===== config.mk =====
export PLATFORM = sky130hd
export DESIGN_NAME = ips_park
export DESIGN_NICKNAME = d
export VERILOG_FILES = /design/src/design/ips_pkg.sv /design/src/design/ips_park.sv
export SDC_FILE = /design/constraint.sdc
export NUM_CORES = 2
export LEC_CHECK = 0
export BUFFER_PORTS_ARGS = -buffer_cell sky130_fd_sc_hd__buf_2
export CAP_MARGIN = 20
export CORE_ASPECT_RATIO = 0.7
export CORE_MARGIN = 5
export CORE_UTILIZATION = 46
export CTS_CLUSTER_SIZE = 10
export DETAILED_ROUTE_END_ITERATION = 8
export GPL_TIMING_DRIVEN = 0
export SLEW_MARGIN = 30
export SYNTH_ARGS = -nofsm -noshare
export SYNTH_HDL_FRONTEND = slang
export SYNTH_SLANG_ARGS = --single-unit
export TNS_END_PERCENT = 50

===== constraint.sdc =====
create_clock -name clk -period 8.2 [get_ports clk]
set_input_delay 1.64 -clock clk [delete_from_list [all_inputs] [get_ports clk]]
set_output_delay 1.64 -clock clk [all_outputs]
set_load 0.1 [all_outputs]

===== src/design/ips_pkg.sv =====
// shared types, widths and constants for the inverse park / svpwm pipeline
// no dependencies
package ips_pkg;

  // port field widths
  localparam int IN_W      = 16;
  localparam int AB_W      = 17;
  localparam int CMP_W     = 16;
  localparam int CFG_W     = 16;
  localparam int CFG_IDX_W = 1;

  // register indexes
  localparam logic [CFG_IDX_W-1:0] REG_SUPPLY = 1'd0;
  localparam logic [CFG_IDX_W-1:0] REG_PERIOD = 1'd1;

  localparam logic [CFG_W-1:0] SUPPLY_RESET = 16'd12288;
  localparam logic [CFG_W-1:0] PERIOD_RESET = 16'd4200;
  localparam logic [CFG_W-1:0] PERIOD_GUARD = 16'd5;

  // internal widths
  localparam int PROD_W = 2 * IN_W;        // rotation products
  localparam int RSUM_W = PROD_W + 1;      // rotation sums
  localparam int RND_SH = 14;              // sine/cosine fraction bits
  localparam int KM_W   = 36;              // constant-scaled alpha/beta
  localparam int T_W    = 37;              // active vector times
  localparam int S_W    = 38;              // time sums and divisor
  localparam int N_W    = 40;              // compare numerators
  localparam int P_W    = N_W + CFG_W + 1; // period times numerator
  localparam int DIV_W  = 58;              // divider dividend / remainder
  localparam int Q_W    = 18;              // quotient incl. overflow bits
  localparam int DIV_STAGES = Q_W;

  // fixed-point constants, scaled by 2^16
  localparam logic signed [KM_W-1:0] K_SQRT3      = 36'sd113512;
  localparam logic signed [KM_W-1:0] K_HALF_SQRT3 = 36'sd56756;
  localparam logic signed [KM_W-1:0] K_ONE_HALF   = 36'sd98304;
  localparam int SUPPLY_SH = 16;

  // sector codes
  localparam logic [2:0] SEC_ZERO = 3'd0;
  localparam logic [2:0] SEC_1    = 3'd1;
  localparam logic [2:0] SEC_2    = 3'd2;
  localparam logic [2:0] SEC_3    = 3'd3;
  localparam logic [2:0] SEC_4    = 3'd4;
  localparam logic [2:0] SEC_5    = 3'd5;
  localparam logic [2:0] SEC_6    = 3'd6;

  // per-beat sideband carried alongside the compare math
  typedef struct packed {
    logic                   valid;
    logic [2:0]             sector;
    logic signed [AB_W-1:0] alpha;
    logic signed [AB_W-1:0] beta;
  } ips_side_t;

endpackage


===== src/design/ips_park.sv =====
// inverse park rotation: two stages (products, round and saturate)
// depends on ips_pkg
module ips_park (
  input  logic                           clk,
  input  logic                           rst_n,
  input  logic                           in_valid,
  input  logic signed [ips_pkg::IN_W-1:0] volt_q,
  input  logic signed [ips_pkg::IN_W-1:0] volt_d,
  input  logic signed [ips_pkg::IN_W-1:0] sin_angle,
  input  logic signed [ips_pkg::IN_W-1:0] cos_angle,
  output logic                           out_valid,
  output logic signed [ips_pkg::AB_W-1:0] alpha,
  output logic signed [ips_pkg::AB_W-1:0] beta
);
  import ips_pkg::*;

  localparam int QR_W = RSUM_W - RND_SH;
  localparam logic signed [RSUM_W-1:0] RND_HALF = RSUM_W'(1 << (RND_SH - 1));
  localparam logic signed [QR_W-1:0] AB_MAX = QR_W'((1 << (AB_W - 1)) - 1);
  localparam logic signed [QR_W-1:0] AB_MIN = -QR_W'(1 << (AB_W - 1));

  logic                     v1_r, v2_r;
  logic signed [PROD_W-1:0] p_dc_r, p_qs_r, p_ds_r, p_qc_r;
  logic signed [RSUM_W-1:0] sa_nxt, sb_nxt;
  logic signed [QR_W-1:0]   qa_nxt, qb_nxt;
  logic signed [AB_W-1:0]   alpha_r, beta_r, alpha_nxt, beta_nxt;

  // stage 1: four products
  always_ff @(posedge clk) begin
    p_dc_r <= volt_d * cos_angle;
    p_qs_r <= volt_q * sin_angle;
    p_ds_r <= volt_d * sin_angle;
    p_qc_r <= volt_q * cos_angle;
  end

  // stage 2: sum, round half up, saturate
  always_comb begin
    sa_nxt = RSUM_W'(p_dc_r) - RSUM_W'(p_qs_r) + RND_HALF;
    sb_nxt = RSUM_W'(p_ds_r) + RSUM_W'(p_qc_r) + RND_HALF;
    qa_nxt = QR_W'(sa_nxt >>> RND_SH);
    qb_nxt = QR_W'(sb_nxt >>> RND_SH);
    if (qa_nxt > AB_MAX) alpha_nxt = AB_W'(AB_MAX);
    else if (qa_nxt < AB_MIN) alpha_nxt = AB_W'(AB_MIN);
    else alpha_nxt = AB_W'(qa_nxt);
    if (qb_nxt > AB_MAX) beta_nxt = AB_W'(AB_MAX);
    else if (qb_nxt < AB_MIN) beta_nxt = AB_W'(AB_MIN);
    else beta_nxt = AB_W'(qb_nxt);
  end

  always_ff @(posedge clk) begin
    alpha_r <= alpha_nxt;
    beta_r  <= beta_nxt;
  end

  // valid bits
  always_ff @(posedge clk) begin
    if (!rst_n) begin
      v1_r <= 1'b0;
      v2_r <= 1'b0;
    end else begin
      v1_r <= in_valid;
      v2_r <= v1_r;
    end
  end

  assign out_valid = v2_r;
  assign alpha     = alpha_r;
  assign beta      = beta_r;

endmodule


# Word level (Yosys, flattened, before mapping)
# Cells that the tools add are included.
# totals
ff_bits,164
inputBits,67
out_inout_bits,35
wordCells,22
# classes
n_addsub,4
n_mul,4
magnitude_cmp,4
n_mux,2
# ops
cell,n
$mul A16 B16 Y32,4
$add A33 B15 Y33 const B,2
$gt A19 B17 Y1 const B,2
$lt A19 B17 Y1 const B,2
$mux W17,2
$add A32 B32 Y33,1
$sub A32 B32 Y33,1

# Depth between registers and ports, before layout
# logic_depth
word_depth,4
mapped_depth,25
mapped_depth_nobuf,23

# Worst setup path after synthesis
# Ideal clock, no wire load.
# synth_path
path_kind,input -> register
startpoint,input port sin_angle[7] in the netlist's numbering
endpoint,register p_qs_r[31]
setup_ns,0.072
arrival_ns,7.397
t_required_ns,8.128
path_slack_ns,0.731
cell_stages,25
path_buffers,2
path_cell_list,clkbuf_1 -> nand2_1 -> fa_1 -> inv_1 -> fa_1 -> inv_1 -> fa_1 -> inv_1 -> fa_1 -> fa_1 -> inv_1 -> fa_1 -> inv_1 -> ha_1 -> clkbuf_1 -> a21o_1 -> a211o_1 -> o221ai_1 -> a31oi_1 -> and2_1 -> o41a_1 -> nor3_1 -> o21bai_1 -> a21oi_1 -> xnor2_1
# synth_between
elab_chain_len,1
# synth_rtl
item,line,rtl
"start, declared",ips_park.sv:9,"input logic signed [ips_pkg::IN_W-1:0] sin_angle,"
$mul A16 B16 Y32,ips_park.sv:31,p_qs_r <= volt_q * sin_angle;
"end signal, assigned",ips_park.sv:31,
"end, declared",ips_park.sv:23,"logic signed [PROD_W-1:0] p_dc_r, p_qs_r, p_ds_r, p_qc_r;"
# No other way between the ends.
# A chain may end at the register's enable or synchronous reset.

# Worst setup path after layout
# layout_path
startpoint,input port cos_angle[14] in the netlist's numbering
endpoint,register p_qc_r[31]
# layout_between
elab_chain_len,1
# layout_rtl
item,line,rtl
"start, declared",ips_park.sv:10,"input logic signed [ips_pkg::IN_W-1:0] cos_angle,"
$mul A16 B16 Y32,ips_park.sv:33,p_qc_r <= volt_q * cos_angle;
"end signal, assigned",ips_park.sv:33,
"end, declared",ips_park.sv:23,
# No other way between the ends.

==> run metrics <==
status=finished clean; share of cells above drive strength 1=0.0579; WHS Endpoint=out_valid; crit end category=flop; critical path fanouts, max=10; post-synthesis sequential area ratio=0.0716; vias in the first global route=34791; multi-input logic area=37400 um^2; Hold Vio Cnt, Final=0; initial antenna violation count=31; die area=106000 um^2; Peak Freq=124 MHz; slowest CP cell=clkbuf_1; Worst path most repeated cell=fa_1; Cells after Synth=4936; Most used DFF post-synth=dfxtp_1; hold slack=439 ps; DIE HEIGHT=274 um; clock buffer depth=2; Final ANT Viol Nets=0; Pins Over Slew Limit=0; post-detail-place hpwl=128 mm; Final period util=0.986; count of cell types in the netlist=78; register area=3280 um^2; clk sinks=164; WL/cell=23.4 um; CP Class=in2reg; YS warnings=0; Tmin final=8090 ps; Avg Inst Size Synth=9.29 um^2; Starting Density=0.466; WP data arrival=8490 ps; Iter 0 DRT Violations=2968; Max-Cap Viols=0; Final Routed Wirelength=150 mm; fill count=9572; Crit path largest cell delay=780 ps; core box area=98500 um^2; final std cells w/o fill=6416; CTS tree=built; PortBufs=101; synth top area cells=fa_1 46%, ha_1 12%, inv_1 9.7%, dfxtp_1 7.2%, and2_1 6.9%; vias=33702; final core occ=0.497; Seq cells post-synth=164; post-synth top area share=0.457; Placed Cells incl. Taps=6362; Reg-to-Reg Start=p_ds_r[11]; FP Rows=96; RSZ-0062 raised after global routing=true; drt first pass iters=6; reg2reg end=beta[9]; clock root cell=clkbuf_16; IO Count=102; total CTS buffers=17; most frequent cell after synthesis=inv_1; Vias per Instance=5.25; Critical Path Start Type=primary input; relative slew slack=0.276; EDFF count, synth=0; htree depth=4; reg2reg setup slack=4290 ps; DP Area=48100 um^2; R2R depth=12; Post-synth ARST share=0; NumNets Final=6627; hold path start=v1_r; Clock Skew=15.6 ps; required time worst endpoint=8600 ps; area growth from synthesis to layout=6.72%; Worst-path clk slew=80 ps; remaining global-route overflow=0; cell area after synthesis=45900 um^2; net count after synthesis=6501; Worst Tran Pin Value=1090 ps; placer congestion estimate=1.04; Worst Hold Class=reg2reg; DRC errors left=0; GRT Util Overall=0.291; most common library cells after synthesis=1188 x inv_1, 1048 x fa_1, 523 x nand2_1; clk_lat worst skew=510 ps; cells along the critical path=buf_2 -> clkbuf_1 -> and2_1 -> fa_1 -> fa_1 -> fa_1 -> fa_1 -> fa_1 -> inv_1 -> fa_1 -> inv_1 -> ha_1 -> a21oi_1 -> o211ai_1 -> a311o_1 -> a31oi_2 -> o21ai_1 -> a21oi_2 -> o211a_1 -> o21bai_1 -> a21oi_1 -> xnor2_1; die width=387 um; hold depth=1; first-pass GRT wire length=224 mm; area leader, netlist=fa_1; fin area=49000 um^2; # setup viols final=0; CTS Hold Bufs=0; largest net degree at the start of global routing=19
[worst max-delay path by stage]
stage	startpoint	endpoint	slack [ps]	cells past startpoint
final	cos_angle[14]	p_qc_r[31]	110	22
after global routing	sin_angle[10]	p_qs_r[25]	-80	25
after CTS	volt_q[13]	p_qc_r[31]	-50	23
after detailed placement	cos_angle[15]	p_qc_r[31]	-980	23
after global placement	cos_angle[15]	p_qc_r[31]	-1150	23
after floorplan	sin_angle[7]	p_qs_r[31]	730	25
[stage by stage]
| step | setup slack (ps) | setup TNS, ps |
|---|---|---|
| global route | -75.3 | -180 |
| floorplan | 731 | 0 |
| detailed placement | -979 | -15290 |
| finish | 112 | 0 |
| CTS | -49.4 | -49.4 |
| global placement | -1150 | -20270 |
[critical path, delay by kind of cell]
kind / cells / cell delay, ps
AND/OR/NAND/NOR: 1 / 270
adder cells (fa/ha/maj): 7 / 3250
buffers and inverters: 4 / 1090
XOR/XNOR: 1 / 200
AO/OA/AOI/OAI: 9 / 2010
[cells by family after synthesis]
| group | synth area share |
|---|---|
| buffers and inverters | 0.114 |
| and+or+nand+nor | 0.140 |
| AOI/OAI and AO/OA | 0.0622 |
| xor gates and xnor gates | 0.0320 |
| DFF | 0.0716 |
| muxes | 0.000218 |
| adders and majority gates | 0.580 |
[what timing repair did]
action | CTS | global route
setup endpoints to repair | 13 | 19
gates resized for setup | 30 | 168
endpoints found under the hold margin | 0 | 0
buffers inserted | 0 | 3
[placed cells by master (no fill, tap or decap), drive strengths merged, types with 84 or more instances in the layout]
cell type  instances
a21o              84
a21oi            126
and2             505
buf              124
clkbuf           200
dfxtp            164
fa              1048
ha               450
inv             1197
nand2            523
nor2             133
xnor2            126
[per-layer routing]
| metal | part of all wire | up-vias | GRT usage |
|---|---|---|---|
| met3 | 0.13 | 197 | 0.120 |
| li1 | - | 14889 | - |
| met5 | 0.0011 | - | 0.00818 |
| met2 | 0.40 | 1366 | 0.405 |
| met1 | 0.44 | 17240 | 0.418 |
| met4 | 0.028 | 10 | 0.0732 |
[state kept, by name, indices dropped and copies added (netlist names)]
| name | count |
|---|---|
| alpha | 17 |
| beta | 17 |
| out_valid | 1 |
| p_dc_r | 32 |
| p_ds_r | 32 |
| p_qc_r | 32 |
| p_qs_r | 32 |
| v1_r | 1 |
[cell type report]
class	count	area share
Antenna cell	18	0.000920
Inverter	1190	0.0914
Clock inverter	14	0.00322
Timing Repair Buffer	107	0.0116
Clock buffer	18	0.00897
Multi-Input combinational cell	3383	0.764
Buffer	199	0.0192
Tap cell	1323	0.0338
Sequential cell	164	0.0671
Power is not shown: default switching activity piles up to over one toggle a cycle in this logic, so the estimate is an artifact.
