## config.mk

```make
export PLATFORM = sky130hd
export DESIGN_NAME = ips_div
export DESIGN_NICKNAME = d
export VERILOG_FILES = /design/src/design/ips_pkg.sv /design/src/design/ips_div.sv
export SDC_FILE = /design/constraint.sdc
export NUM_CORES = 2
export LEC_CHECK = 0
export BUFFER_PORTS_ARGS = -buffer_cell sky130_fd_sc_hd__buf_2
export CORE_ASPECT_RATIO = 1.1
export CORE_UTILIZATION = 55
export DETAILED_ROUTE_END_ITERATION = 7
export PLACE_DENSITY_LB_ADDON = 0.15
export SYNTH_ARGS = -nofsm -noshare
export SYNTH_HDL_FRONTEND = slang
export SYNTH_SLANG_ARGS = --single-unit
```

## constraint.sdc

```tcl
create_clock -name clk -period 4.1 [get_ports clk]
set_input_delay 0.41 -clock clk [delete_from_list [all_inputs] [get_ports clk]]
set_output_delay 0.41 -clock clk [all_outputs]
set_load 0.02 [all_outputs]
```

## src/design/ips_pkg.sv

```systemverilog
// shared types, widths and constants for the inverse park / svpwm pipeline
// no dependencies
package ips_pkg;

  // port field widths
  localparam int IN_W      = 16;
  localparam int AB_W      = 17;
  localparam int CMP_W     = 16;
  localparam int CFG_W     = 16;
  localparam int CFG_IDX_W = 1;

  // register indexes
  localparam logic [CFG_IDX_W-1:0] REG_SUPPLY = 1'd0;
  localparam logic [CFG_IDX_W-1:0] REG_PERIOD = 1'd1;

  localparam logic [CFG_W-1:0] SUPPLY_RESET = 16'd12288;
  localparam logic [CFG_W-1:0] PERIOD_RESET = 16'd4200;
  localparam logic [CFG_W-1:0] PERIOD_GUARD = 16'd5;

  // internal widths
  localparam int PROD_W = 2 * IN_W;        // rotation products
  localparam int RSUM_W = PROD_W + 1;      // rotation sums
  localparam int RND_SH = 14;              // sine/cosine fraction bits
  localparam int KM_W   = 36;              // constant-scaled alpha/beta
  localparam int T_W    = 37;              // active vector times
  localparam int S_W    = 38;              // time sums and divisor
  localparam int N_W    = 40;              // compare numerators
  localparam int P_W    = N_W + CFG_W + 1; // period times numerator
  localparam int DIV_W  = 58;              // divider dividend / remainder
  localparam int Q_W    = 18;              // quotient incl. overflow bits
  localparam int DIV_STAGES = Q_W;

  // fixed-point constants, scaled by 2^16
  localparam logic signed [KM_W-1:0] K_SQRT3      = 36'sd113512;
  localparam logic signed [KM_W-1:0] K_HALF_SQRT3 = 36'sd56756;
  localparam logic signed [KM_W-1:0] K_ONE_HALF   = 36'sd98304;
  localparam int SUPPLY_SH = 16;

  // sector codes
  localparam logic [2:0] SEC_ZERO = 3'd0;
  localparam logic [2:0] SEC_1    = 3'd1;
  localparam logic [2:0] SEC_2    = 3'd2;
  localparam logic [2:0] SEC_3    = 3'd3;
  localparam logic [2:0] SEC_4    = 3'd4;
  localparam logic [2:0] SEC_5    = 3'd5;
  localparam logic [2:0] SEC_6    = 3'd6;

  // per-beat sideband carried alongside the compare math
  typedef struct packed {
    logic                   valid;
    logic [2:0]             sector;
    logic signed [AB_W-1:0] alpha;
    logic signed [AB_W-1:0] beta;
  } ips_side_t;

endpackage

```

## src/design/ips_div.sv

```systemverilog
// pipelined restoring divider, one quotient bit per stage
// depends on ips_pkg
module ips_div (
  input  logic                        clk,
  input  logic [ips_pkg::DIV_W-1:0]   dividend,
  input  logic [ips_pkg::DIV_W-1:0]   divisor,
  output logic [ips_pkg::Q_W-1:0]     quotient
);
  import ips_pkg::*;

  logic [DIV_W-1:0] rem_r [DIV_STAGES];
  logic [DIV_W-1:0] dvs_r [DIV_STAGES];
  logic [Q_W-1:0]   q_r   [DIV_STAGES];

  for (genvar i = 0; i < DIV_STAGES; i++) begin : g_stage
    localparam int SH = DIV_STAGES - 1 - i;
    logic [DIV_W-1:0] rem_prev, dvs_prev, trial_nxt;
    logic [Q_W-1:0]   q_prev;
    logic             ge_nxt;

    if (i == 0) begin : g_first
      assign rem_prev = dividend;
      assign dvs_prev = divisor;
      assign q_prev   = '0;
    end else begin : g_next
      assign rem_prev = rem_r[i-1];
      assign dvs_prev = dvs_r[i-1];
      assign q_prev   = q_r[i-1];
    end

    // trial subtract of the shifted divisor
    assign trial_nxt = dvs_prev << SH;
    assign ge_nxt    = rem_prev >= trial_nxt;

    always_ff @(posedge clk) begin
      rem_r[i] <= ge_nxt ? (rem_prev - trial_nxt) : rem_prev;
      dvs_r[i] <= dvs_prev;
      q_r[i]   <= q_prev | (Q_W'(ge_nxt) << SH);
    end
  end

  assign quotient = q_r[DIV_STAGES-1];

endmodule

```

# Word level (Yosys, flattened, before mapping)
# Memory sizes are Yosys's and may differ from the RTL's.
# Cells that the tools add are included.
word_totals:
  n_memories: 3
  word_cells: 74
  input_bits: 117
  out_inout_bits: 18
  reg_bits: 0
  ramBits: 2412
memory_table:
  columns: ["name", "depth", "word_bits", "rd", "rd_clocked_by_memory_dff", "write_ports", "line", "source"]
  rows:
  - ["dvs_r", 18, 58, 17, 0, 18, "ips_div.sv:12", "logic [DIV_W-1:0] dvs_r [DIV_STAGES];"]
  - ["rem_r", 18, 58, 17, 0, 18, "ips_div.sv:11", "logic [DIV_W-1:0] rem_r [DIV_STAGES];"]
  - ["q_r", 18, 18, 18, 0, 18, "ips_div.sv:13", "logic [Q_W-1:0] q_r [DIV_STAGES];"]
op_classes:
  n_addsub: 18
  n_lt_le_gt_ge: 18
  bitwise_logic: 17
  n_mux: 18
op_table:
  columns: ["cell", "count"]
  rows:
  - ["58-bit greater-or-equal comparator", 18]
  - ["58-bit two-way mux", 18]
  - ["58-bit subtractor", 18]
  - ["18-bit by 1-bit OR with 18-bit output", 1]
  - ["18-bit by 10-bit OR with 18-bit output", 1]
  - ["18-bit by 11-bit OR with 18-bit output", 1]
  - ["18-bit by 12-bit OR with 18-bit output", 1]
  - ["18-bit by 13-bit OR with 18-bit output", 1]
  - ["18-bit by 14-bit OR with 18-bit output", 1]
  - ["18-bit by 15-bit OR with 18-bit output", 1]
  - ["18-bit by 16-bit OR with 18-bit output", 1]
  - ["18-bit by 17-bit OR with 18-bit output", 1]
  - ["18-bit by 2-bit OR with 18-bit output", 1]
  - ["18-bit by 3-bit OR with 18-bit output", 1]
  - ["18-bit by 4-bit OR with 18-bit output", 1]
  - ["18-bit by 5-bit OR with 18-bit output", 1]
  - ["18-bit by 6-bit OR with 18-bit output", 1]
  - ["18-bit by 7-bit OR with 18-bit output", 1]
  - ["18-bit by 8-bit OR with 18-bit output", 1]
  - ["18-bit by 9-bit OR with 18-bit output", 1]

# Depth between registers and ports, before layout
# An unclocked memory read counts as a cell.
logic_depth:
  ltp_word: 3
  ltp_mapped: 18
  mapped_depth_nobuf: 16

# Least setup slack after synthesis
# Ideal clock, no wire load.
synth_timing:
  path_kind: "flip-flop to flip-flop"
  startpoint: "memory rem_r[2][14]"
  endpoint: "memory rem_r[3][49]"
  n_path_buf: 1
  arrival_ps: 3767
  setup_slack_ps: 212
  t_required_ps: 3979
  synth_period_minus_slack_ps: 3888
  path_stages_with_launch: 18
  setup_ps: 121
  path_cell_list: "dfxtp_1 > inv_1 > ha_1 > inv_1 > fa_1 > a211oi_2 > o21ai_1 > a221oi_2 > o21bai_1 > a21oi_2 > o2111ai_1 > a311o_1 > a21oi_2 > o21ai_1 > a221o_1 > a21oi_4 > buf_6 > mux2_2"
synth_lines:
  columns: ["element", "line"]
  rows:
  - ["start: declaration", "ips_div.sv:11"]

==> flow_summary.toml <==
[placed_design]
gp_congestion = 1.032
numPortBuffers = 134
hpwl_um = 215300
dpl_cell_area_um2 = 109800

[min_path]
hold_end = "dvs_r[0][52]"
hold_path.class = "input port to flip-flop"
hold_depth = 2
hp-start = "divisor[52]"

[global_routing]
overflow = 0
grt_usage_pct = 28.46
grt_max_degree = 59
grt_pass1_wl_um = 425300
grt_pass1_vias = 83639
antenna_found_initial = 3

[final_layout]
drive_above_1_share_pct = 14.04
nNetsFinal = 13095
syn_to_final_growth_pct = 17.13
final_area_um2 = 119600

[floorplanning]
dieArea_um2 = 187300
ioPinCount = 135
core-area_um2 = 184200
die_w_um = 412.8
fp.dieH_um = 453.8
rows = 165
initial_core_util_pct = 55.43

[worst_setup_path]
r2r_cells = 19
critPathLaunchType = "flip-flop"
worstSetupEndpointType = "flip-flop"
rrSetupSlack_ns = -0.22
crit_path_max_fanout = 7
timing.rr.start = "rem_r[2][14]"
worst_ep_arrival_time_ns = 5.07
critPathKind = "flip-flop to flip-flop"
required_ns = 4.85
r2r-end = "rem_r[3][37]"

[clocking]
cts_buffers = 212
clockBufferDepth = 3
htreeDepth = 4
path_clk_slew_ns = 0.06
root_buffer = "clkbuf_16"
cts_tree = "done"
cts_sinks = 2143
insertion_delay_ns = 0.89

[power]
totalPowerFinal_mw = 108.9
p_leak_nw = 56.84
p_seq_share_pct = 27.6
powerDensity_nw_per_um2 = 910.8
p_sw_share_pct = 39.90
ir_worst_vdd_mv = 0.5247
power_frac_clock_pct = 18.5
p_comb_share_pct = 53.9
switchingPower_mw = 43.46
internal-power_mw = 65.45

[flow_run]
drv_cap = 0

[timing]
fin_crit_ns = 4.323
worstMarginPinSlew_ns = 0.9009
rsz0062_at_grt = "true"
setup_viol = 44
finalHoldViolCount = 0
setup_ws_ns = -0.2228
fmax_ghz = 0.2313
slew_headroom_pct = 39.39
clock_skew_ns = 0.04862
finalCritPeriodShare_pct = 105.4
maxSlewViolCount = 0

[drt]
drtAntennaViolNets = 0
route.detailed.drc = 0
vias_per_cell = 5.548
routed_wl_um = 276300
wl_per_cell_um = 18.83
firstDrtPassIters = 8
drt_iter0_drc = 4476
dr_total_vias = 81406

[synth]
ys_warn_count = 0
ys.flop_type = "dfxtp_1"
synthArstFlopShare_pct = 0
ys_seq_area_share_pct = 42.03
ys_ff_latch = 2143
syn-instance-count = 11259
synth-edff-count = 0
synth.distinct_cells = 98
syn-cell-area_um2 = 102100
synth_nets = 12284
syn_area_per_cell_um2 = 9.067

[outcome]
outcome = "finished with violations"
violations = "negative setup slack"
registers in the layout (all words and copies together), names as in the netlist:
signal  count
rem_r     986
dvs_r     986
q_r       171
cell type report:
class                   count  area (µm²)
fillers                 14846       64580
multi-input cells        7638       54290
flip-flops and latches   2143       42900
repair buffers            955        7669
clock buffers             299        6153
inverters                1120        4204
well taps                2421        3029
clock inverters            85        1289
diodes                     13       32.53
cells by family after synthesis:
kind of cell / synth area share (%)
simple gates: 11.35
compound gates: 19.21
mux: 4.121
buf+inv: 5.535
xor+xnor: 6.503
flops: 42.03
fa+ha+maj: 11.25
power groups by stage:
stage	combinational [mW]	clock (mW)	sequential, mW
global route	64.3	21.4	30.6
floorplan	39.7	0	29.3
detailed placement	55.8	0	30.4
CTS	57.2	20.5	30.0
global placement	55.0	0	30.3
finish	58.7	20.1	30.1
through the flow:
| step | TNS [ns] | hold slack [ns] | setup slack (ns) | util (%) | std cells |
|---|---|---|---|---|---|
| final | -7.564 | 0.1552 | -0.2228 | 64.93 | 14674 |
| after global routing | -14.74 | 0.1208 | -0.3518 | 64.93 | 14671 |
| after CTS | -6.092 | 0.08787 | -0.1843 | 64.55 | 14642 |
| after detailed placement | -18.69 | 0.3121 | -0.2337 | 59.63 | 14129 |
| after global placement | -15.37 | 0.3095 | -0.2937 | 59.63 | 14129 |
| after floorplan | 0 | 0.3096 | 0.2120 | - | 11259 |
placed cells by master, fill, tap and decap left out, types with 319 or more instances in the layout:
cell type  Yosys  final
a21o_1       586    585
a21oi_1     1089   1072
buf_4          6    661
dfxtp_1     2143   2141
ha_1         891    890
inv_1       1119   1116
mux2_2       359    319
nand2_1      750    750
nor2_1       672    672
o21ai_0      687    669
xnor2_1      460    460
metal layers:
layer  track usage, %  wire [µm]  part of all wire [%]
met1            25.83      96350                    35
met5                0          0                     0
met4            20.95      22270                   8.1
met2            57.05     150300                    54
met3            3.109       7368                   2.7
what timing repair did:
| action | 4_1_cts | 5_1_grt |
|---|---|---|
| pin swaps | 9 | 54 |
| resized for setup | 63 | 117 |
| hold endpoints to repair | 116 | 0 |
| buffers inserted | 9 | 16 |
| hold buffers | 116 | 0 |
| setup endpoints to repair | 249 | 561 |
| cloned | 4 | 5 |
how the worst max path moves through the flow:
stage	cells past startpoint	endpoint	slack (ns)	startpoint
after floorplan	17	rem_r[3][49]	0.21	rem_r[2][14]
after global placement	20	rem_r[5][56]	-0.29	rem_r[4][12]
after detailed placement	18	rem_r[3][53]	-0.23	rem_r[2][14]
after CTS	20	rem_r[3][56]	-0.18	rem_r[2][14]
after global routing	19	rem_r[3][41]	-0.35	rem_r[2][14]
final	19	rem_r[3][37]	-0.22	rem_r[2][14]
synth_stat cells, drive strengths merged (117+ instances only):
cell	n	area [µm²]
dfxtp	2143	42900
inv	1119	4200
a21oi	1094	5502
ha	891	11150
nand2	750	2815
o21ai	701	3512
nor2	672	2522
a21o	586	4399
xnor2	460	4029
mux2	362	4076
xor2	298	2610
clkbuf	291	1092
nand4	199	1245
nand3	154	770.7
o21bai	126	945.9
nor2b	118	738.2
nor3	117	590.6
worst max-delay path, cell delays in order (launching register included):
cell	delay, ns
dfxtp_2	0.32
inv_2	0.07
ha_4	0.13
inv_2	0.04
fa_2	0.38
a211oi_4	0.28
o21ai_2	0.08
a221oi_2	0.27
buf_4	0.17
o21bai_4	0.06
a21oi_4	0.19
o2111ai_4	0.18
a311o_1	0.48
a21oi_2	0.21
o21ai_2	0.10
a221o_1	0.37
a21oi_4	0.15
buf_12	0.19
clkbuf_16	0.20
mux2_4	0.30
Power figures use the tool's default switching activity.
