==> config.mk <==
export PLATFORM = sky130hd
export DESIGN_NAME = ips_sector
export DESIGN_NICKNAME = d
export VERILOG_FILES = /design/src/design/ips_pkg.sv /design/src/design/ips_sector.sv
export SDC_FILE = /design/constraint.sdc
export NUM_CORES = 2
export LEC_CHECK = 0
export ABC_CLOCK_PERIOD_IN_PS = 5800
export BUFFER_PORTS_ARGS = -buffer_cell sky130_fd_sc_hd__buf_2
export CAP_MARGIN = 10
export CELL_PAD_IN_SITES_DETAIL_PLACEMENT = 2
export CELL_PAD_IN_SITES_GLOBAL_PLACEMENT = 2
export CORE_ASPECT_RATIO = 1.1
export CORE_UTILIZATION = 30
export CTS_BUF_LIST = sky130_fd_sc_hd__clkbuf_4 sky130_fd_sc_hd__clkbuf_8
export DETAILED_ROUTE_END_ITERATION = 12
export PLACE_DENSITY_LB_ADDON = 0.1
export SLEW_MARGIN = 15
export SYNTH_ARGS = -nofsm -noshare
export SYNTH_HDL_FRONTEND = slang
export SYNTH_SLANG_ARGS = --single-unit
==> constraint.sdc <==
create_clock -name clk -period 5.8 [get_ports clk]
set_input_delay 0.29 -clock clk [delete_from_list [all_inputs] [get_ports clk]]
set_output_delay 0.29 -clock clk [all_outputs]
set_load 0.02 [all_outputs]
==> src/design/ips_pkg.sv <==
// shared types, widths and constants for the inverse park / svpwm pipeline
// no dependencies
package ips_pkg;

  // port field widths
  localparam int IN_W      = 16;
  localparam int AB_W      = 17;
  localparam int CMP_W     = 16;
  localparam int CFG_W     = 16;
  localparam int CFG_IDX_W = 1;

  // register indexes
  localparam logic [CFG_IDX_W-1:0] REG_SUPPLY = 1'd0;
  localparam logic [CFG_IDX_W-1:0] REG_PERIOD = 1'd1;

  localparam logic [CFG_W-1:0] SUPPLY_RESET = 16'd12288;
  localparam logic [CFG_W-1:0] PERIOD_RESET = 16'd4200;
  localparam logic [CFG_W-1:0] PERIOD_GUARD = 16'd5;

  // internal widths
  localparam int PROD_W = 2 * IN_W;        // rotation products
  localparam int RSUM_W = PROD_W + 1;      // rotation sums
  localparam int RND_SH = 14;              // sine/cosine fraction bits
  localparam int KM_W   = 36;              // constant-scaled alpha/beta
  localparam int T_W    = 37;              // active vector times
  localparam int S_W    = 38;              // time sums and divisor
  localparam int N_W    = 40;              // compare numerators
  localparam int P_W    = N_W + CFG_W + 1; // period times numerator
  localparam int DIV_W  = 58;              // divider dividend / remainder
  localparam int Q_W    = 18;              // quotient incl. overflow bits
  localparam int DIV_STAGES = Q_W;

  // fixed-point constants, scaled by 2^16
  localparam logic signed [KM_W-1:0] K_SQRT3      = 36'sd113512;
  localparam logic signed [KM_W-1:0] K_HALF_SQRT3 = 36'sd56756;
  localparam logic signed [KM_W-1:0] K_ONE_HALF   = 36'sd98304;
  localparam int SUPPLY_SH = 16;

  // sector codes
  localparam logic [2:0] SEC_ZERO = 3'd0;
  localparam logic [2:0] SEC_1    = 3'd1;
  localparam logic [2:0] SEC_2    = 3'd2;
  localparam logic [2:0] SEC_3    = 3'd3;
  localparam logic [2:0] SEC_4    = 3'd4;
  localparam logic [2:0] SEC_5    = 3'd5;
  localparam logic [2:0] SEC_6    = 3'd6;

  // per-beat sideband carried alongside the compare math
  typedef struct packed {
    logic                   valid;
    logic [2:0]             sector;
    logic signed [AB_W-1:0] alpha;
    logic signed [AB_W-1:0] beta;
  } ips_side_t;

endpackage

==> src/design/ips_sector.sv <==
// sector search, active times, divisor and compare numerators: five stages
// depends on ips_pkg
module ips_sector (
  input  logic                            clk,
  input  logic                            rst_n,
  input  logic                            in_valid,
  input  logic signed [ips_pkg::AB_W-1:0] alpha,
  input  logic signed [ips_pkg::AB_W-1:0] beta,
  input  logic [ips_pkg::CFG_W-1:0]       supply,
  output ips_pkg::ips_side_t              side,
  output logic signed [ips_pkg::S_W-1:0]  den,
  output logic signed [ips_pkg::N_W-1:0]  num_0,
  output logic signed [ips_pkg::N_W-1:0]  num_b,
  output logic signed [ips_pkg::N_W-1:0]  num_c
);
  import ips_pkg::*;

  ips_side_t s3_r, s4_r, s5_r, s6_r, s7_r;
  ips_side_t s4_nxt;

  logic signed [KM_W-1:0] ka_r, ya_r, hb_r, bs_nxt;
  logic signed [T_W-1:0]  x_nxt, y_nxt, z_nxt, t1_nxt, t2_nxt, t1_r, t2_r;
  logic                   c1_nxt, c2_nxt;
  logic signed [S_W-1:0]  sum5_r, diff5_r, sum6_r, diff6_r, den6_r, den7_r, base_nxt, den_nxt;
  logic [CFG_W-1:0]       udc_nxt;
  logic signed [N_W-1:0]  n0_r, nb_r, nc_r;

  // stage 3: constant scaling
  always_ff @(posedge clk) begin
    ka_r <= KM_W'(alpha) * K_SQRT3;
    ya_r <= KM_W'(alpha) * K_ONE_HALF;
    hb_r <= KM_W'(beta) * K_HALF_SQRT3;
    s3_r.sector <= SEC_ZERO;
    s3_r.alpha  <= alpha;
    s3_r.beta   <= beta;
    if (!rst_n) s3_r.valid <= 1'b0;
    else s3_r.valid <= in_valid;
  end

  // stage 4: sector from three reference signs, pick active times
  always_comb begin
    bs_nxt = KM_W'(s3_r.beta) <<< SUPPLY_SH;
    c1_nxt = (ka_r - bs_nxt) > 0;
    c2_nxt = (-ka_r - bs_nxt) > 0;
    s4_nxt = s3_r;
    s4_nxt.sector = {c2_nxt, c1_nxt, s3_r.beta > 0};
    x_nxt = T_W'(hb_r) <<< 1;
    y_nxt = T_W'(ya_r) + T_W'(hb_r);
    z_nxt = T_W'(hb_r) - T_W'(ya_r);
    unique case (s4_nxt.sector)
      SEC_1: begin t1_nxt = z_nxt;  t2_nxt = y_nxt;  end
      SEC_2: begin t1_nxt = y_nxt;  t2_nxt = -x_nxt; end
      SEC_3: begin t1_nxt = -z_nxt; t2_nxt = x_nxt;  end
      SEC_4: begin t1_nxt = -x_nxt; t2_nxt = z_nxt;  end
      SEC_5: begin t1_nxt = x_nxt;  t2_nxt = -y_nxt; end
      SEC_6: begin t1_nxt = -y_nxt; t2_nxt = -z_nxt; end
      default: begin t1_nxt = '0; t2_nxt = '0; end
    endcase
  end

  always_ff @(posedge clk) begin
    t1_r <= t1_nxt;
    t2_r <= t2_nxt;
    if (!rst_n) s4_r.valid <= 1'b0;
    else s4_r <= s4_nxt;
  end

  // stage 5: sum and difference of the active times
  always_ff @(posedge clk) begin
    sum5_r  <= S_W'(t1_r) + S_W'(t2_r);
    diff5_r <= S_W'(t1_r) - S_W'(t2_r);
    if (!rst_n) s5_r.valid <= 1'b0;
    else s5_r <= s4_r;
  end

  // stage 6: divisor is the bus voltage, or the time sum when larger
  always_comb begin
    udc_nxt  = (supply == '0) ? CFG_W'(1) : supply;
    base_nxt = S_W'(udc_nxt) <<< SUPPLY_SH;
    den_nxt  = (sum5_r > base_nxt) ? sum5_r : base_nxt;
  end

  always_ff @(posedge clk) begin
    den6_r  <= den_nxt;
    sum6_r  <= sum5_r;
    diff6_r <= diff5_r;
    if (!rst_n) s6_r.valid <= 1'b0;
    else s6_r <= s5_r;
  end

  // stage 7: three compare numerators, divisor kept alongside
  always_ff @(posedge clk) begin
    n0_r   <= N_W'(den6_r) - N_W'(sum6_r);
    nb_r   <= N_W'(den6_r) + N_W'(diff6_r);
    nc_r   <= N_W'(den6_r) + N_W'(sum6_r);
    den7_r <= den6_r;
    if (!rst_n) s7_r.valid <= 1'b0;
    else s7_r <= s6_r;
  end

  assign side  = s7_r;
  assign den   = den7_r;
  assign num_0 = n0_r;
  assign num_b = nb_r;
  assign num_c = nc_r;

endmodule

### After elaboration in Yosys (flattened, before gate mapping)

Index checks and enable logic that the tools add are counted.

| word-level totals | value |
|---|---|
| output and inout port bits | 196 |
| word-level logic and storage cells | 65 |
| ROM bits | 0 |
| bits in writable memories | 0 |
| bits in latches | 0 |
| register bits | 691 |
| input bits | 53 |
| memories | 0 |

| cells by class | value |
|---|---|
| muxes and demuxes | 4 |
| shifts and indexed selects | 0 |
| bitwise logic cells | 0 |
| eq/ne operators | 6 |
| add/sub/neg operators | 13 |
| div/mod/pow operators | 0 |
| reductions and logical operators | 1 |
| magnitude comparators | 4 |
| multiply operators | 3 |

Operators with widths:

| operator | count |
|---|---|
| 37-bit one-hot mux with 6 select lines | 2 |
| 38-bit by 38-bit adder with 39-bit output | 2 |
| 37-bit negation | 2 |
| 36-bit by 1-bit greater-than comparator with 1-bit output, second input constant | 2 |
| 36-bit by 33-bit subtractor with 36-bit output | 2 |
| 17-bit by 15-bit multiplier with 32-bit output, second input constant | 2 |
| 38-bit by 38-bit subtractor with 39-bit output | 1 |
| 37-bit by 37-bit adder with 38-bit output | 1 |
| 38-bit by 33-bit greater-than comparator with 1-bit output | 1 |
| 37-bit by 37-bit subtractor with 38-bit output | 1 |
| 35-bit negation with 37-bit output | 1 |
| 35-bit by 34-bit adder with 36-bit output | 1 |
| 36-bit negation | 1 |
| 34-bit by 35-bit subtractor with 36-bit output | 1 |
| 32-bit two-way mux | 1 |
| 17-bit by 3-bit multiplier with 20-bit output, second input constant | 1 |
| 17-bit by 1-bit greater-than comparator with 1-bit output, second input constant | 1 |
| 16-bit logical NOT | 1 |
| 16-bit two-way mux | 1 |
| 3-bit equality test, second input constant | 3 |
| 3-bit by 2-bit equality test with 1-bit output, second input constant | 2 |
| 3-bit by 1-bit equality test with 1-bit output, second input constant | 1 |

### Longest topological paths before layout

| depth | value |
|---|---|
| word-level depth | 5 |
| gate-level depth with buffers | 24 |
| depth with buffers taken out | 24 |

### Worst setup path after synthesis

OpenSTA, ideal clock, no wires.

| timing path | value |
|---|---|
| path type | input to register |
| start point | input port alpha[6] (netlist name) |
| end point | register ka_r[31] |
| path buffers | 0 |
| library setup time | 0.072 ns |
| slack | -0.366 ns |
| required time | 5.728 ns |
| data arrival time | 6.093 ns |
| cell stages on the path | 22 |
| cell sequence | ha_1 inv_1 fa_1 fa_1 inv_1 fa_1 fa_1 inv_1 fa_1 inv_1 ha_1 nor4_1 o21ai_0 and3_1 o31a_1 o21ai_0 o21ai_0 o41ai_1 nand4b_1 or3b_2 a21oi_1 xnor2_1 |

| between the ends | value |
|---|---|
| word-level cells in the longest chain between the ends | 1 |

RTL lines:

| element | line | text |
|---|---|---|
| start: declaration | ips_sector.sv:7 | `input logic signed [ips_pkg::AB_W-1:0] alpha,` |
| 17-bit by 15-bit multiplier with 32-bit output | ips_sector.sv:30 | `ka_r <= KM_W'(alpha) * K_SQRT3;` |
| end signal: assignment | ips_sector.sv:30 |  |
| end: declaration | ips_sector.sv:21 | `logic signed [KM_W-1:0] ka_r, ya_r, hb_r, bs_nxt;` |

No other way between the ends.
A chain may end at the register's enable or synchronous reset.

### Worst setup path in the final report

| timing path | value |
|---|---|
| start point | input port alpha[8] (netlist name) |
| end point | register ka_r[31] |

The elaborated chain is that of the path after synthesis.

==> qor.tcl <==
set qor(share_of_layout_cells_above_drive_strength_1_pct) 16.3
set qor(setup.worst_path.end_class) {flop}
set qor(timing.setup.tns_ps) 0
set qor(placement_rows) 150
set qor(finish.net_count) 6284
set qor(viasPerCell) 4.89
set qor(path_clk_slew_ps) 60
set qor(postSynth.topFlopCell) {sky130_fd_sc_hd__dfxtp_1}
set qor(clock_skew_ps) 60.8
set qor(final-max-slew-violation-count) 0
set qor(areaGrowthSynthToFinish_pct) 20.1
set qor(run_status) {completed}
set qor(reg2reg_from) {s3_r[17]$_DFF_P_}
set qor(sequential_cell_area_fraction_in_the_yosys_report_pct) 31.9
set qor(worstHoldPathType) {in2reg}
set qor(critical_path_peak_fanout) 3
set qor(maxClockFrequency_ghz) 0.177
set qor(timing.final.setup_violations) 0
set qor(timing.final.ws_setup_ps) 136
set qor(hold_ws_ps) 182
set qor(max_cap_viol_count) 0
set qor(grt_use_total_pct) 19.7
set qor(floorplan.die_area_sq_um) 155000
set qor(drt-pass1-iter-count) 4
set qor(clk_path_buf_depth) 3
set qor(regToRegSetupSlack_ps) 320
set qor(detailed_place_hpwl_mm) 127
set qor(hold_end) {s3_r[29]$_DFF_P_}
set qor(post_place_worst_slack_ps) -501
set qor(grt_setup_unrepaired) {true}
set qor(number_of_buffers_added_on_ports) 240
set qor(drt_iter0_drc) 1384
set qor(start_kind) {primary input}
set qor(hold_violations) 0
set qor(detail_route.wl_per_cell_microns) 20.3
set qor(pin_count_of_the_biggest_net_entering_global_routing) 79
set qor(first_global_vias) 40300
set qor(hold_path.startpoint) {alpha[12]}
set qor(htree_levels) 3
set qor(die-width_microns) 375
set qor(die-height_microns) 413
set qor(timing_worst_setup_path_type) {in2reg}
set qor(synth.yosys.warnings) 0
set qor(ys_types) 102
set qor(routed-via-count) 36800
set qor(gp_congestion) 0.836
set qor(io_pins) 249
set qor(layout_common_cells) {sky130_fd_sc_hd__inv_1, sky130_fd_sc_hd__ha_1, sky130_fd_sc_hd__dfxtp_1}
set qor(timing.hold.worst_path_depth) 2
set qor(worstPathArrival_ps) 6420
set qor(antenna_found_initial) 5
set qor(worst-r2r-cell-count) 17
set qor(initial_utilization_pct) 30.2
set qor(num-fill-cells) 16800
set qor(yosys_register_bits) 659
set qor(final_common_cell) {sky130_fd_sc_hd__inv_1}
set qor(finalWorstPathRequiredPeriod_ps) 5660
set qor(cts_inserted_buffers) 114
set qor(cts_sinks) 659
set qor(synth_area_per_cell_sq_um) 9.49
set qor(clock_tree_from_tritoncts) {yes}
set qor(clkLatencyLatePin_ps) 880
set qor(drc) 0
set qor(synth_enable_flop_cells) 148
set qor(grt_pass1_wl_mm) 238
set qor(postRouteAntennaNets) 0
set qor(async_reset_ff_share_pct) 0
set qor(rr_endpoint) {t2_r[5]$_SDFF_PN0_}
set qor(wirelength_mm) 152
set qor(post_synth_instance_area_sq_um) 46000
set qor(timing_worst_slew_pin_value_ps) 1010
set qor(worst-endpoint-required_ps) 6560
set qor(core_sq_um) 152000
set qor(postSynthCellCount) 4842
set qor(cts-root-buf) {sky130_fd_sc_hd__clkbuf_8}
set qor(grt-ovfl-total) 0
set qor(slew_headroom_pct) 32.3
set qor(timing.final.crit_share_pct) 97.7
## sequential cells by signal (all words and copies together), names as in the netlist
| register | flops |
|---|---|
| bs_nxt | 17 |
| den | 36 |
| den6_r | 36 |
| diff5_r | 36 |
| diff6_r | 36 |
| hb_r | 30 |
| ka_r | 30 |
| num_0 | 36 |
| num_b | 36 |
| num_c | 37 |
| s3_r | 18 |
| s4_r | 38 |
| s5_r | 38 |
| s6_r | 38 |
| side | 38 |
| sum5_r | 35 |
| sum6_r | 35 |
| t1_r | 35 |
| t2_r | 35 |
| ya_r | 19 |
## cell type report
type / instances / area [sq um] / share of cell area, %
multi-input combinational: 3383 / 28400 / 51.5
clock inverter: 51 / 693 / 1.26
antenna: 3 / 7.51 / 0.0136
sequential: 659 / 14700 / 26.6
clock buffer: 167 / 2110 / 3.82
tap: 1976 / 2470 / 4.48
inverter: 650 / 2440 / 4.42
timing repair buffer: 631 / 4360 / 7.90
## synth_stat cells (all sizes together) (16+ instances only)
library cell / instances / area (sq um)
a211oi: 36 / 270
a21o: 79 / 593
a21oi: 286 / 1430
a221o: 20 / 200
a221oi: 29 / 260
a22oi: 22 / 165
a31oi: 38 / 238
and2: 32 / 200
and3: 33 / 206
buf: 45 / 254
clkbuf: 113 / 424
dfxtp: 511 / 10200
edfxtp: 148 / 4440
fa: 249 / 4980
ha: 543 / 6790
inv: 648 / 2430
mux2: 22 / 248
mux2i: 24 / 240
nand2: 201 / 762
nand2b: 57 / 357
nand3: 65 / 325
nand4: 24 / 165
nor2: 348 / 1320
nor2b: 62 / 388
nor3: 122 / 616
nor4: 47 / 294
o211ai: 28 / 210
o21a: 49 / 368
o21ai: 186 / 931
o21bai: 41 / 308
o221ai: 18 / 158
o31a: 16 / 140
o31ai: 26 / 200
or2: 16 / 100
or3: 38 / 238
or4: 16 / 124
xnor2: 245 / 2150
xor2: 111 / 972
## metrics by stage
step                      util (%)  instances  instance area [sq um]
after floorplan                  -       4850                  46000
after global placement        34.0       7243                  51600
after detailed placement      34.0       7243                  51600
after CTS                     36.2       7513                  55000
after global routing          36.3       7518                  55200
final                         36.3       7520                  55200
## how the worst max path moves through the flow
| stage | from | slack [ps] | end |
|---|---|---|---|
| final | alpha[8] | 140 | ka_r[31]$_DFF_P_ |
| after global routing | alpha[4] | 5 | ka_r[31]$_DFF_P_ |
| after CTS | beta[12] | 9 | hb_r[33]$_DFF_P_ |
| after detailed placement | beta[9] | -500 | hb_r[33]$_DFF_P_ |
| after global placement | beta[9] | -440 | hb_r[33]$_DFF_P_ |
| after floorplan | alpha[9] | -20 | ka_r[31]$_DFF_P_ |
## layer usage
layer	global-route usage [%]	vias up	part of all wire, %
met4	4.88	2	1.9
met5	0	-	0.0085
met2	34.1	486	48
met3	2.31	149	2.6
li1	-	17900	-
met1	26.1	18300	47
## cells by family (layout without fill, tap and decap cells)
family,after synthesis,in the layout,synth area share (%)
mux,46,46,1.06
flops,659,659,31.9
simple gates,1114,1114,12.1
other cells,1,12,0.00816
compound gates,1054,1054,15.5
xor+xnor,356,356,6.80
fa+ha+maj,804,804,25.9
buf+inv,808,1499,6.79
## worst max-delay path: stages
cell and delay (ps):
sky130_fd_sc_hd__dlygate4sd3_1 540, sky130_fd_sc_hd__buf_2 170, sky130_fd_sc_hd__ha_4 280, sky130_fd_sc_hd__inv_2 40, sky130_fd_sc_hd__fa_1 470, sky130_fd_sc_hd__fa_1 510
sky130_fd_sc_hd__inv_1 50, sky130_fd_sc_hd__fa_1 460, sky130_fd_sc_hd__fa_1 550, sky130_fd_sc_hd__inv_1 50, sky130_fd_sc_hd__fa_1 490, sky130_fd_sc_hd__inv_1 40
sky130_fd_sc_hd__ha_1 220, sky130_fd_sc_hd__buf_4 150, sky130_fd_sc_hd__nor2_1 120, sky130_fd_sc_hd__a21oi_1 90, sky130_fd_sc_hd__and3_1 190, sky130_fd_sc_hd__o31a_1 320
sky130_fd_sc_hd__o21ai_2 200, sky130_fd_sc_hd__o21ai_2 100, sky130_fd_sc_hd__o41ai_2 250, sky130_fd_sc_hd__nand4b_1 190, sky130_fd_sc_hd__or3b_4 390, sky130_fd_sc_hd__a21oi_2 130
sky130_fd_sc_hd__xnor2_1 120
## what timing repair did
| action | in CTS | in global routing |
|---|---|---|
| setup buffers | 0 | 4 |
| gates resized for setup | 0 | 35 |
| hold buffers | 52 | 3 |
| setup endpoints to repair | 0 | 10 |
| endpoints found under the hold margin | 131 | 3 |
Power is left out: the tool's default activity adds up to more than one toggle a clock period on the data nets, which glitch-free logic cannot reach.
